$ cat config.mk
export PLATFORM = sky130hd
export DESIGN_NAME = pcgb_queue
export DESIGN_NICKNAME = d
export VERILOG_FILES = /design/src/rtl/pcgb_pkg.sv /design/src/rtl/pcgb_queue.sv
export SDC_FILE = /design/constraint.sdc
export NUM_CORES = 1
export LEC_CHECK = 0
export BUFFER_PORTS_ARGS = -buffer_cell sky130_fd_sc_hd__buf_2
export CAP_MARGIN = 10
export CORE_UTILIZATION = 56
export DETAILED_ROUTE_END_ITERATION = 8
export GPL_ROUTABILITY_DRIVEN = 0
export GPL_TIMING_DRIVEN = 0
export PLACE_DENSITY = 0.84
export SLEW_MARGIN = 20
export SYNTH_ARGS = -nofsm -noshare
export SYNTH_HDL_FRONTEND = slang
export SYNTH_SLANG_ARGS = --single-unit
export TNS_END_PERCENT = 5
$ cat constraint.sdc
create_clock -name clk -period 20.1 [get_ports clk]
set_clock_uncertainty 0.15 [all_clocks]
set_input_delay 2.01 -clock clk [delete_from_list [all_inputs] [get_ports clk]]
set_output_delay 2.01 -clock clk [all_outputs]
set_load 0.01 [all_outputs]
$ cat src/rtl/pcgb_pkg.sv
// ----------------------------------------------------------------------------
// pcgb_pkg
// Shared types and constants of the PCG64 bounded random source.
// ----------------------------------------------------------------------------
package pcgb_pkg;

	localparam logic [63:0] MUL_HI = 64'd2549297995355413924;
	localparam logic [63:0] MUL_LO = 64'd4865540595714422341;
	localparam logic [63:0] HALF_MAX = 64'h0000_0000_FFFF_FFFF;
	localparam logic [63:0] WORD_MAX = 64'hFFFF_FFFF_FFFF_FFFF;

	// Partial product counts of the shared multiplier.
	localparam logic [3:0] MUL_LEN_LCG = 4'd10;
	localparam logic [3:0] MUL_LEN_W64 = 4'd4;
	localparam logic [3:0] MUL_LEN_W32 = 4'd1;

	localparam logic [6:0] DIV_STEPS = 7'd64;

	localparam logic [1:0] REQ_WORD = 2'd0;
	localparam logic [1:0] REQ_HALF = 2'd1;
	localparam logic [1:0] REQ_LEMIRE = 2'd2;
	localparam logic [1:0] REQ_MASKED = 2'd3;

	localparam logic [1:0] CFG_STATE_HI = 2'd0;
	localparam logic [1:0] CFG_STATE_LO = 2'd1;
	localparam logic [1:0] CFG_SEQ_HI = 2'd2;
	localparam logic [1:0] CFG_SEQ_LO = 2'd3;

	typedef enum logic [2:0] {
		OP_ZERO,
		OP_WORD,
		OP_HALF,
		OP_LEM32,
		OP_LEM64,
		OP_MASK32,
		OP_MASK64
	} op_t;

	typedef struct packed {
		op_t         op;
		logic [63:0] bound;
		logic [63:0] n;
		logic [63:0] mask;
	} entry_t;

	typedef struct packed {
		logic [1:0] i;
		logic [1:0] j;
	} limb_pair_t;

	// Limb pairs of the low 128 bits of a product; the first four cover 64x64.
	function automatic limb_pair_t limb_pair(input logic [3:0] k);
		limb_pair_t p;
		case (k)
			4'd0: p = '{2'd0, 2'd0};
			4'd1: p = '{2'd0, 2'd1};
			4'd2: p = '{2'd1, 2'd0};
			4'd3: p = '{2'd1, 2'd1};
			4'd4: p = '{2'd0, 2'd2};
			4'd5: p = '{2'd2, 2'd0};
			4'd6: p = '{2'd0, 2'd3};
			4'd7: p = '{2'd1, 2'd2};
			4'd8: p = '{2'd2, 2'd1};
			default: p = '{2'd3, 2'd0};
		endcase
		return p;
	endfunction

endpackage

$ cat src/rtl/pcgb_queue.sv
// ----------------------------------------------------------------------------
// pcgb_queue
// Two-entry queue of classified requests between the front and the back.
// ----------------------------------------------------------------------------
module pcgb_queue (
	input  logic             clk,
	input  logic             arst_n,
	input  logic             push,
	input  pcgb_pkg::entry_t push_entry,
	output logic             full,
	input  logic             pop,
	output logic             not_empty,
	output pcgb_pkg::entry_t head
);
	import pcgb_pkg::*;

	entry_t     mem_q [2];
	logic       wr_ptr_q;
	logic       rd_ptr_q;
	logic [1:0] count_q;

	assign full = (count_q == 2'd2);
	assign not_empty = (count_q != 2'd0);
	assign head = mem_q[rd_ptr_q];

	always_ff @(posedge clk) begin
		if (push)
			mem_q[wr_ptr_q] <= push_entry;
	end

	always_ff @(posedge clk or negedge arst_n) begin
		if (!arst_n) begin
			wr_ptr_q <= 1'b0;
			rd_ptr_q <= 1'b0;
			count_q <= 2'd0;
		end else begin
			if (push)
				wr_ptr_q <= ~wr_ptr_q;
			if (pop)
				rd_ptr_q <= ~rd_ptr_q;
			if (push && !pop)
				count_q <= count_q + 2'd1;
			else if (pop && !push)
				count_q <= count_q - 2'd1;
		end
	end

endmodule

======== Word-level counts from Yosys, hierarchy flattened ========
Memories as Yosys holds them, arrays and structs flattened.
Cells that the tools add are included.
storage, ports and cells
  logic and storage cells ................. 19
  memories ................................ 1
  register bits ........................... 4
  RAM bits ................................ 390
memory list
  name   depth  width  read ports  clocked after memory_dff  write ports  RTL line          source
  mem_q  2      195    1           0                         1            pcgb_queue.sv:17  entry_t mem_q [2];
operators by class
  mux-type cells .......................... 4
  equality and inequality tests ........... 1
  bitwise operators ....................... 2
  reductions and logical operators ........ 6
  add/sub/neg operators ................... 2
operator list
  cell                                              number
  two-way mux 2 bit                                 2
  nonzero test 2 bit                                2
  adder 2 x 1 -> 2 bit, second input constant       1
  equality test 2 bit, second input constant        1
  logical AND 1 bit                                 2
  logical NOT 1 bit                                 2
  two-way mux 1 bit                                 2
  NOT 1 bit                                         2
  subtractor 2 x 1 -> 2 bit, second input constant  1

======== Depth between registers and ports, before layout ========
  depth after elaboration ................. 4
  depth in mapped cells ................... 5

======== Least setup slack after synthesis ========
No wires, ideal clock.
  kind .................................... in2reg
  start point ............................. input port push
  end point ............................... memory mem_q[0][0] (netlist name) (enable)
  setup slack ............................. 8.753 ns
  cell stages on the path ................. 1
  data arrival time ....................... 10.420 ns
  setup time .............................. 0.777 ns
  cells stage by stage .................... nor2b_1
between the ends
  cells in the longest elaborated chain, start to end .. 2
RTL lines
  element                                  RTL line          source
  start: declaration                       pcgb_queue.sv:8   input logic push,
  two-way mux 1 bit                        pcgb_queue.sv:27  if (push)
  two-way mux 1 bit (not written as such)  pcgb_queue.sv:28  mem_q[wr_ptr_q] <= push_entry;
  end: declaration                         pcgb_queue.sv:17
Every way passes these cells.

==> results.toml <==
[timing]
fin_crit_sh_pct = 20.1
period_minus_slack_ns = 4.05
grt_setup_unrepaired = "no"
fmax_mhz = 247
drv_slew = 0
worstMarginPinSlew_ns = 0.735
maxSlewHeadroom_pct = 51.0
hold_violations = 0
setup_tns_ns = 0
setup_viol = 0

[grt]
grt_usage_pct = 21.3
grt_max_degree = 56
antenna_found_initial = 7
grt_pass1_vias = 7620
grt_overflow = 0
grt_pass1_wl_um = 42600

[power_and_ir_drop]
ir_drop_v = 0.000109
power_leakage_nw = 7.48
powerDensity_nw_per_um2 = 144

[detailed_routing]
drc_errors = 0
firstDrtPassIters = 4
ant_nets = 0
via_per_inst = 5.23
vias = 7510
wl_um = 30000
initialDrtViolationCount = 569
wl_per_cell_um = 20.9

[place]
place_inst = 1364
io_buffers = 395
hpwlAfterDp_um = 20900

[yosys]
synth_compound_area_share_pct = 0
syn_inst = 623
synthMuxAreaShare_pct = 18.3
yosys_register_bits = 394
syn_avg_cell_area_sq_um = 23.8
synthXorXnorAreaFrac_pct = 0.295
synthAdderAreaFrac_pct = 0.0843
synthSimpleGateAreaFrac_pct = 0.194
synth_cell_type_count = 14
ys_warn_count = 0
synth_top_family_by_area = "multiplexers"
synth_area_sq_um = 14800
yosysSeqAreaShare_pct = 79.6
synthesis.nets = 823

[clocking]
cts_resized = 0
clock-root-buffer = "clkbuf_16"
insertion_delay_ns = 0.51
cts_buffer_depth = 3
cts_tree = "yes"
cts_num_sinks = 394
clkTransAtPathRegs_ns = 0.06
hold_buffers = 0
post-cts-setup-buffer-count = 0
numCtsBuffers = 40
htree_levels = 2

[floorplanning]
die_h_um = 165
die_area_sq_um = 27200
die_x_um = 165
coreArea_sq_um = 26100
num_io_pins = 396
start_util_pct = 56.9
rows = 59

[critical_path]
end_kind = "primary output"
start_kind = "flip-flop"
path_class = "flip-flop to primary output"
crit_required_ns = 17.94
cp_max_fo = 10
critPathArrivalTime_ns = 1.89

[finish]
multiInputGateArea_sq_um = 2820
area_delta_synth_final_pct = 26.0
nets = 1271
drive_above_1_share_pct = 61.5
fillers = 1581
register_area_sq_um = 11800
fin_cells = 1436

[outcome]
status = "completed"

[run]
maxCapViolCount = 0

[min_path]
hold_path_class = "flip-flop to flip-flop"
[routing by layer]
| metal | track usage [%] | part of all wire (%) | wire length [um] |
|---|---|---|---|
| met2 | 38.5 | 53 | 15900 |
| met1 | 23.1 | 35 | 10400 |
| met5 | 0 | 0.090 | 27 |
| met3 | 6.48 | 8.4 | 2510 |
| met4 | 9.05 | 3.6 | 1070 |
[power breakdown]
group          internal [mW]  switching [mW]
Combinational          0.439           0.438
Clock                  0.396           0.281
Sequential              1.09          0.0403
[cells in the mapped netlist]
| cell type | count | area, sq um |
|---|---|---|
| or2_2 | 1 | 6.26 |
| xor2_1 | 4 | 35.0 |
| mux2_4 | 140 | 2100 |
| ha_1 | 1 | 12.5 |
| nor2_1 | 1 | 3.75 |
| mux2_2 | 55 | 619 |
| inv_1 | 1 | 3.75 |
| buf_6 | 17 | 191 |
| buf_2 | 5 | 25.0 |
| nor2b_1 | 2 | 12.5 |
| dfrtp_1 | 4 | 100 |
| and2_1 | 1 | 6.26 |
| edfxtp_1 | 390 | 11700 |
| xnor2_1 | 1 | 8.76 |
[area by class of cell]
class | count | share of cell area, %
Clock inverter | 15 | 0.643
Antenna cell | 7 | 0.0937
Clock buffer | 50 | 5.67
Multi-Input combinational cell | 206 | 15.1
Inverter | 1 | 0.0201
Sequential cell | 394 | 63.2
Buffer | 22 | 1.16
Tap cell | 335 | 2.24
Timing Repair Buffer | 406 | 11.9
[critical path, cell delays in order (launching register included)]
cell,delay [ns]
dfrtp_1,0.36
buf_6,0.14
buf_6,0.19
buf_6,0.21
mux2_4,0.33
buf_2,0.14
[cell usage in the layout, fill, tap and decap left out, types with 7 or more instances in the layout]
cell type	netlist	final
buf_2	5	400
edfxtp_1	390	390
mux2_4	140	140
mux2_2	55	55
clkbuf_16	0	41
buf_6	17	17
clkinv_1	0	9
clkbuf_1	0	9
diode_2	0	7
buf_12	0	7
[cell families after synthesis]
| logic type | count (synthesis) |
|---|---|
| muxes | 195 |
| xor gates and xnor gates | 5 |
| adders and majority gates | 1 |
| and+or+nand+nor | 5 |
| DFF | 394 |
| buffers and inverters | 23 |
[final timing paths]
check | start | endpoint | slack, ns | cells after the start
max in group asynchronous | arst_n | rd_ptr_q$_DFFE_PN0P_ | 18.52 | 1
min in group asynchronous | arst_n | count_q[1]$_DFFE_PN0P_ | 1.15 | 1
max reg2reg | wr_ptr_q$_DFFE_PN0P_ | mem_q[0][55]$_DFFE_PP_ | 17.83 | 5
min reg2reg | count_q[1]$_DFFE_PN0P_ | count_q[1]$_DFFE_PN0P_ | 0.33 | 1
min | count_q[1]$_DFFE_PN0P_ | count_q[1]$_DFFE_PN0P_ | 0.33 | 1
max | rd_ptr_q$_DFFE_PN0P_ | head[107] | 16.05 | 5
[per-stage QoR]
step                instance area [sq um]  total power [mW]  utilization, %  hold WS, ns  setup slack, ns
finish                              18700              2.68            71.7        0.331            16.05
global route                        18700              2.79            71.7        0.366            15.95
CTS                                 18700              2.71            71.7        0.335            15.99
detailed placement                  17500              2.03            67.1        0.320            16.07
global placement                    17200              2.05            66.1        0.321             3.93
floorplan                           14800              1.74               -        0.297             8.75
[state kept, by name (all words and copies together), names as in the netlist]
signal    cells
count_q       2
mem_q       390
rd_ptr_q      1
wr_ptr_q      1
No activity file was read; power rests on OpenSTA's default activity.
