==> src/rtl/pcgb_pkg.sv <==
// ----------------------------------------------------------------------------
// pcgb_pkg
// Shared types and constants of the PCG64 bounded random source.
// ----------------------------------------------------------------------------
package pcgb_pkg;

	localparam logic [63:0] MUL_HI = 64'd2549297995355413924;
	localparam logic [63:0] MUL_LO = 64'd4865540595714422341;
	localparam logic [63:0] HALF_MAX = 64'h0000_0000_FFFF_FFFF;
	localparam logic [63:0] WORD_MAX = 64'hFFFF_FFFF_FFFF_FFFF;

	// Partial product counts of the shared multiplier.
	localparam logic [3:0] MUL_LEN_LCG = 4'd10;
	localparam logic [3:0] MUL_LEN_W64 = 4'd4;
	localparam logic [3:0] MUL_LEN_W32 = 4'd1;

	localparam logic [6:0] DIV_STEPS = 7'd64;

	localparam logic [1:0] REQ_WORD = 2'd0;
	localparam logic [1:0] REQ_HALF = 2'd1;
	localparam logic [1:0] REQ_LEMIRE = 2'd2;
	localparam logic [1:0] REQ_MASKED = 2'd3;

	localparam logic [1:0] CFG_STATE_HI = 2'd0;
	localparam logic [1:0] CFG_STATE_LO = 2'd1;
	localparam logic [1:0] CFG_SEQ_HI = 2'd2;
	localparam logic [1:0] CFG_SEQ_LO = 2'd3;

	typedef enum logic [2:0] {
		OP_ZERO,
		OP_WORD,
		OP_HALF,
		OP_LEM32,
		OP_LEM64,
		OP_MASK32,
		OP_MASK64
	} op_t;

	typedef struct packed {
		op_t         op;
		logic [63:0] bound;
		logic [63:0] n;
		logic [63:0] mask;
	} entry_t;

	typedef struct packed {
		logic [1:0] i;
		logic [1:0] j;
	} limb_pair_t;

	// Limb pairs of the low 128 bits of a product; the first four cover 64x64.
	function automatic limb_pair_t limb_pair(input logic [3:0] k);
		limb_pair_t p;
		case (k)
			4'd0: p = '{2'd0, 2'd0};
			4'd1: p = '{2'd0, 2'd1};
			4'd2: p = '{2'd1, 2'd0};
			4'd3: p = '{2'd1, 2'd1};
			4'd4: p = '{2'd0, 2'd2};
			4'd5: p = '{2'd2, 2'd0};
			4'd6: p = '{2'd0, 2'd3};
			4'd7: p = '{2'd1, 2'd2};
			4'd8: p = '{2'd2, 2'd1};
			default: p = '{2'd3, 2'd0};
		endcase
		return p;
	endfunction

endpackage

==> src/rtl/pcgb_front.sv <==
// ----------------------------------------------------------------------------
// pcgb_front
// Classifies a request into an operation and prepares its bound, range size
// and covering mask.
// ----------------------------------------------------------------------------
module pcgb_front (
	input  logic [1:0]           req_type,
	input  logic [63:0]          bound,
	output pcgb_pkg::entry_t     entry
);
	import pcgb_pkg::*;

	logic [63:0] m;

	always_comb begin
		m = bound;
		m = m | (m >> 1);
		m = m | (m >> 2);
		m = m | (m >> 4);
		m = m | (m >> 8);
		m = m | (m >> 16);
		m = m | (m >> 32);
		entry.bound = bound;
		entry.n = bound + 64'd1;
		entry.mask = m;
		case (req_type)
			REQ_WORD: entry.op = OP_WORD;
			REQ_HALF: entry.op = OP_HALF;
			REQ_LEMIRE: begin
				if (bound == 64'd0)
					entry.op = OP_ZERO;
				else if (bound < HALF_MAX)
					entry.op = OP_LEM32;
				else if (bound == HALF_MAX)
					entry.op = OP_HALF;
				else if (bound == WORD_MAX)
					entry.op = OP_WORD;
				else
					entry.op = OP_LEM64;
			end
			default: begin
				if (bound == 64'd0)
					entry.op = OP_ZERO;
				else if (bound <= HALF_MAX)
					entry.op = OP_MASK32;
				else
					entry.op = OP_MASK64;
			end
		endcase
	end

endmodule

==> config.mk <==
export PLATFORM = sky130hd
export DESIGN_NAME = pcgb_front
export DESIGN_NICKNAME = d
export VERILOG_FILES = /design/src/rtl/pcgb_pkg.sv /design/src/rtl/pcgb_front.sv
export SDC_FILE = /design/constraint.sdc
export NUM_CORES = 1
export LEC_CHECK = 0
export BUFFER_PORTS_ARGS = -buffer_cell sky130_fd_sc_hd__buf_2
export CORE_AREA = 2 2 100 102
export DETAILED_ROUTE_END_ITERATION = 8
export DIE_AREA = 0 0 102 104
export GPL_TIMING_DRIVEN = 0
export SETUP_SLACK_MARGIN = 0.4
export SLEW_MARGIN = 20
export SYNTH_ARGS = -nofsm -noshare
export SYNTH_HDL_FRONTEND = slang
export SYNTH_SLANG_ARGS = --single-unit
==> constraint.sdc <==
create_clock -name vclk -period 4.23
set_input_delay 0.423 -clock vclk [all_inputs]
set_output_delay 0.423 -clock vclk [all_outputs]
set_load 0.05 [all_outputs]
# After elaboration in Yosys (flattened, before gate mapping)
# Index checks and enable logic that the tools add are counted.
dict set report op_classes {
  muxes 7
  n_shift 0
  order_cmp 2
  div_mod_pow 0
  bitwise 6
  n_reduce_logical 2
  eq_ne 4
  multipliers 0
  addsub 1
}
# cell count
set op_table {}
lappend op_table {{adder 64 x 1 -> 64 bit, second input constant} 1}
lappend op_table {{equality test 64 x 32 -> 1 bit, second input constant} 1}
lappend op_table {{equality test 64 bit, second input constant} 1}
lappend op_table {{less-or-equal comparator 64 x 32 -> 1 bit, second input constant} 1}
lappend op_table {{zero test 64 bit} 1}
lappend op_table {{less-than comparator 64 x 32 -> 1 bit, second input constant} 1}
lappend op_table {{bitwise OR 64 x 32 -> 64 bit} 1}
lappend op_table {{bitwise OR 64 x 48 -> 64 bit} 1}
lappend op_table {{bitwise OR 64 x 56 -> 64 bit} 1}
lappend op_table {{bitwise OR 64 x 60 -> 64 bit} 1}
lappend op_table {{bitwise OR 64 x 62 -> 64 bit} 1}
lappend op_table {{bitwise OR 64 x 63 -> 64 bit} 1}
lappend op_table {{two-way mux 3 bit} 5}
lappend op_table {{one-hot mux 3 bit (3 select lines)} 1}
lappend op_table {{equality test 2 x 1 -> 1 bit, second input constant} 1}
lappend op_table {{equality test 2 bit, second input constant} 1}
lappend op_table {{zero test 2 bit} 1}
lappend op_table {{two-way mux 2 bit} 1}
dict set report totals {
  latchBits 0
  in_bits 66
  mem_count 0
  mem_bits_ro 0
  ramBits 0
  wordCells 22
  reg_bits 0
}

# Longest topological paths before layout
# Gate-level depths: netlist of run 1.
dict set report depth {
  ltp_word 6
  ltp_mapped 9
  ltp_nobuf 7
}

# Worst setup path before layout of run 1
# No wires, ideal clock.
dict set report synth_timing {
  path_type {input to output}
  from {in bound[35]}
  to {out entry[194] (netlist name)}
  path_buffers 1
  required_time_ns 3.807
  cell_stages 6
  path_slack_ns 1.062
  arrival_time_ns 2.745
  path_cell_list {clkbuf_1 > nor4_1 > and2_1 > nand3_1 > o21ai_0 > a311oi_1}
}
# element line_no
set synth_rtl {}
lappend synth_rtl {{start, declared} pcgb_front.sv:8} ;# input logic [63:0] bound,
lappend synth_rtl {{end, declared} pcgb_front.sv:9} ;# output pcgb_pkg::entry_t entry

==> results of run 1 <==
## routing by layer
metal	part of all wire [%]	global-route usage, %
met1	39	20.5
met2	53	36.7
met3	7.4	1.08
met4	0.41	0.952
met5	0	0
## cell type report
type	instances	area [sq um]	area share, %
Multi-Input combinational cell	288	1840	47.0
Timing Repair Buffer	258	1290	33.0
Tap cell	133	166	4.25
Buffer	78	552	14.1
Inverter	17	66.3	1.69
## worst max path at each step
stage,cells past startpoint,endpoint,slack (ns)
final,9,entry[120],1.10
after global routing,9,entry[114],0.76
after floorplan,6,entry[194],1.06
after global placement,9,entry[120],1.02
after CTS,9,entry[124],1.03
after detailed placement,9,entry[120],1.04
## logic make-up (layout without fill, tap and decap cells)
group	count (synthesis)	after routing	share of synthesized area, %
buf+inv	95	353	25.1
xor+xnor	62	62	22.1
compound gates	5	5	1.53
simple gates	219	219	50.3
fa+ha+maj	2	2	1.02
## cells in the final DEF, fill, tap and decap left out, types with 2 or more instances in the layout
cell	netlist	routed
nor3_2	2	2
xnor2_1	31	31
nand3_1	31	31
nor2_1	21	21
or2_2	13	13
ha_1	2	2
nand4_1	20	20
nand2_1	33	33
buf_4	66	66
or4_1	2	2
and2_1	5	5
inv_1	16	16
and4_1	6	6
xor2_1	31	31
nor3b_1	2	2
and3_1	15	15
nand2b_1	3	3
clkbuf_1	8	8
nor4_1	11	11
nor3_1	28	28
nand3b_1	2	2
buf_2	3	261
or3_1	15	15
## worst max-delay path, cell delays in order
cell and delay [ns]:
buf_2 0.13, ha_1 0.19, nand3_1 0.21, nor3_2 0.46
nand4_1 0.29, clkbuf_1 0.30, nor3_1 0.26, xor2_1 0.17
buf_2 0.28
## power by group through the flow
| stage | combinational, uW | sequential (uW) | clock, uW |
|---|---|---|---|
| floorplan | 354 | 0 | 0 |
| global placement | 501 | 0 | 0 |
| detailed placement | 503 | 0 | 0 |
| CTS | 504 | 0 | 0 |
| global route | 526 | 0 | 0 |
| finish | 502 | 0 | 0 |
## through the flow
step	setup slack [ns]	cells	total power (uW)	hold slack (ns)
floorplan	1.06	383	354	1.01
global placement	1.02	774	501	1.15
detailed placement	1.04	774	503	1.15
CTS	1.03	774	504	1.15
global route	0.760	774	526	1.15
finish	1.10	774	502	1.15
==> impl_metrics.yaml, run 1 <==
power:
  p_clk_share_pct: 0
  p_seq_share_pct: 0
  power_leakage_uw: 0.00185
  p_comb_share_pct: 100.0
  p_sw_uw: 369
  p_int_uw: 133
  power_density_mw_per_mm2: 128
  ir_drop_v: 0.0000962
  p_sw_share_pct: 73.5
finish:
  regArea_sq_um: 0
  post-route-util_pct: 41.0
  final.clkbuf_count: 0
  fin_nets: 711
  drive_gt1_share_pct: 54.8
  diodes: 0
  seq_cell_count: 0
  synthToLayoutAreaGrowth_pct: 59.2
  post-route-cell-area_sq_mm: 0.00392
  nFillCells: 1049
floorplanning:
  initial_utilization_pct: 25.8
  die_x_um: 102
  core_area_sq_mm: 0.00955
  rows: 36
  dieHeight_um: 104
  die_area_sq_mm: 0.0106
  ios: 261
critical_path:
  crit_required_ns: 3.81
  crit_path_start: "bound[0]"
  worstSetupStartpointType: "input pin"
  path_class: "in -> out"
  cp_max_fo: 10
  cp-end-kind: "output pin"
  cp_data_arrival_time_ns: 2.71
synthesis:
  syn_area_sq_mm: 0.00246
  synthTopCellsByArea: "buf_4, xnor2_1, xor2_1, nand3_1, nor3_1"
  post-synth-top-area-fraction_pct: 20.1
  syn_area_per_cell_sq_um: 6.43
  synth.largest_area_cell: "buf_4"
  yosysMostFrequentCell: "buf_4"
  syn_nets: 451
  synth_cells: 383
  yosys_warnings: 0
  yosys-top-cells-count: "buf_4, nand2_1, nand3_1, xnor2_1, xor2_1"
  synth_seq_area_share_pct: 0
  ys_types: 40
grt:
  grt_pass1_vias: 3230
  grt_pass1_wl_mm: 15.9
  antenna_found_initial: 0
  track_usage_pct: 17.9
  grt_overflow: 0
  grt_max_degree: 11
sta:
  fin_crit_sh_pct: 74.1
  tightest_slew_ns: 0.530
  tns_ns: 0
  setup_violations: 0
  finalMaxSlewViolations: 0
  grt_setup_unrepaired: "no"
  period_needed_ns: 3.13
  hold_violations: 0
  slew_headroom_pct: 64.7
  fmax_mhz: 319
run_status:
  status: "finished clean"
drt:
  wl_mm: 10.7
  drtIter0Drc: 90
  num_vias: 3626
  via_per_inst: 4.68
  ant_nets: 0
  drc: 0
  drtPass1Iterations: 4
  wl_per_cell_um: 13.9
cts:
  post_cts_buffers: 0
  ctsHoldBuffers: 0
  postCtsResizedCells: 0
hold_path:
  hold_path_depth: 2
  hp-class: "in -> out"
  min_to: "entry[151]"
  min_from: "bound[23]"
placed_design:
  place.gp.congestion: 0.870
  io_buffers: 258
  post-dp-hpwl_mm: 9.18
  placed_area_sq_mm: 0.00392
flow_run:
  drv_cap: 0
Note: power is estimated with default switching activity, not from simulation.
==> run 2: changes to the inputs <==
CORE_AREA = 2 2 101 103   (was 2 2 100 102)
DIE_AREA = 0 0 103 105   (was 0 0 102 104)
clock period = 3 ns   (was 4.23 ns; I/O delays follow)
==> run 2 against run 1 <==
  * First-iteration DRC count decreased by 7.8%
  * Die area rose by 2.0%
  * Power increased by 46%
  * Global-route usage grew 0.46 points
  * Final area grew 12%
  * Final cell count rose by 2.1%
  * Largest cell class unchanged
  * Critical path depth stayed put
  * Worst hold slack worse by 0.25 ns
  * Count of clock-buffer cells in the layout is the same
  * Via count is 2.0% higher
  * Worst setup slack got worse by 0.66 ns
  * Sequential cell count is the same
==> impl_metrics.yaml, run 2 (synthesis gave the netlist of run 1 again) <==
run_status:
  status: "finished clean"
sta:
  slew_headroom_pct: 59.4
  tightest_slew_ns: 0.610
  setup_violations: 0
  whs_ns: 0.902
  fmax_mhz: 390
  grt_setup_unrepaired: "yes"
  fin_crit_sh_pct: 85.4
  period_needed_ns: 2.56
  hold_violations: 0
  finalMaxSlewViolations: 0
hold_path:
  min_to: "entry[151]"
  hp-class: "in -> out"
  hold_path_depth: 2
  min_from: "bound[23]"
critical_path:
  cp_data_arrival_time_ns: 2.26
  critPathBufInv: 4
  cp_max_fo: 8
  slowest_delay_ns: 0.30
  crit_slowest_cell: "and4_2"
  crit_required_ns: 2.70
  crit_path_cell_trace: "buf_2 > and4_1 > buf_2 > and4_2 > nand4_1 > buf_4 > nor4_1 > xor2_1 > buf_4"
  crit_family: "simple AND/OR/NAND/NOR gates"
  crit_path_start: "bound[19]"
  path_class: "in -> out"
  cp-end-kind: "output pin"
  cp.depth: 9
  worstSetupStartpointType: "input pin"
power:
  p_sw_uw: 532
  p_int_uw: 201
  power_leakage_uw: 0.00203
  p_sw_share_pct: 72.5
  p_clk_share_pct: 0
  power_density_mw_per_mm2: 167
  p_seq_share_pct: 0
  ir_drop_v: 0.000141
  finalPower_uw: 733
  p_comb_share_pct: 100.0
flow_run:
  drv_cap: 0
floorplanning:
  ios: 261
  initial_utilization_pct: 25.5
  rows: 36
  die_area_sq_mm: 0.0108
  core_area_sq_mm: 0.00964
  die_x_um: 103
  dieHeight_um: 105
placed_design:
  dpl.cell_count: 774
  post-dp-hpwl_mm: 9.24
  place.gp.congestion: 0.829
  io_buffers: 258
cts:
  ctsHoldBuffers: 0
grt:
  grt_pass1_wl_mm: 16.5
  grt_pass1_vias: 3376
  antenna_found_initial: 0
  track_usage_pct: 18.4
  grt_overflow: 0
  grt_max_degree: 11
finish:
  nFillCells: 1063
  drive_gt1_share_pct: 62.7
  final_cells: 790
  multi_input_area_sq_mm: 0.00211
  diodes: 0
  regArea_sq_um: 0
  seq_cell_count: 0
  layout_commonest_cell: "buf_2"
  final.clkbuf_count: 0
  fin_nets: 727
  synthToLayoutAreaGrowth_pct: 78.2
  final_cell_mix: "buf_2, buf_4, nand2_1"
drt:
  drtIter0Drc: 83
  wl_per_cell_um: 14.1
  ant_nets: 0
  drc: 0
  via_per_inst: 4.68
  num_vias: 3697
  drtPass1Iterations: 4
  wl_mm: 11.2
-- run 2: changes by cell type in the layout (fill, tap and decap cells not counted), moves of 5 or more --
cell and change:
buf_4 +24, xor2_1 -11, nor4_1 -5, nor3_2 +8, buf_2 -22, clkbuf_4 +11
buf_6 +5, xor2_2 +11, nor3_1 -11
-- run 2: power by group through the flow --
stage | sequential, uW | combinational [uW] | clock, uW
2_1_floorplan | 0 | 503 | 0
3_3_place_gp | 0 | 714 | 0
3_5_place_dp | 0 | 716 | 0
4_1_cts | 0 | 726 | 0
5_1_grt | 0 | 770 | 0
6_report | 0 | 733 | 0
-- run 2: how the worst max path moves through the flow --
stage	to	slack [ns]
CTS	entry[111]	0.40
finish	entry[110]	0.44
detailed placement	entry[120]	-0.09
floorplan	entry[11]	0.38
global placement	entry[120]	-0.04
global route	entry[110]	0.33
-- run 2: stage by stage --
stage	TNS (ns)	area, sq um	setup slack (ns)	util [%]
floorplan	0	2590	0.380	-
global placement	-0.0591	4040	-0.0355	42.0
detailed placement	-0.244	4040	-0.0899	42.0
CTS	0	4240	0.403	44.0
global route	0	4390	0.330	45.5
finish	0	4390	0.439	45.5
-- run 2: area by class of cell --
| class | instances | share of cell area [%] |
|---|---|---|
| multi-input combinational | 288 | 48.1 |
| buffer | 78 | 12.9 |
| inverter | 17 | 1.51 |
| timing repair buffer | 274 | 33.7 |
| tap | 133 | 3.79 |
-- run 2: layer usage --
metal / part of all wire [%] / track usage [%] / vias up
met2: 54 / 36.8 / 187
met3: 7.8 / 1.34 / 8
li1: - / - / 1807
met1: 37 / 20.9 / 1695
met4: 1.1 / 2.35 / 0
met5: 0 / 0 / -
-- run 2: what timing repair did --
item / in CTS / in global routing
buffers inserted: 9 / 7
gates resized for setup: 31 / 34
pin swaps: 8 / 7
setup endpoints to repair: 42 / 46
endpoints found under the hold margin: 0 / 0
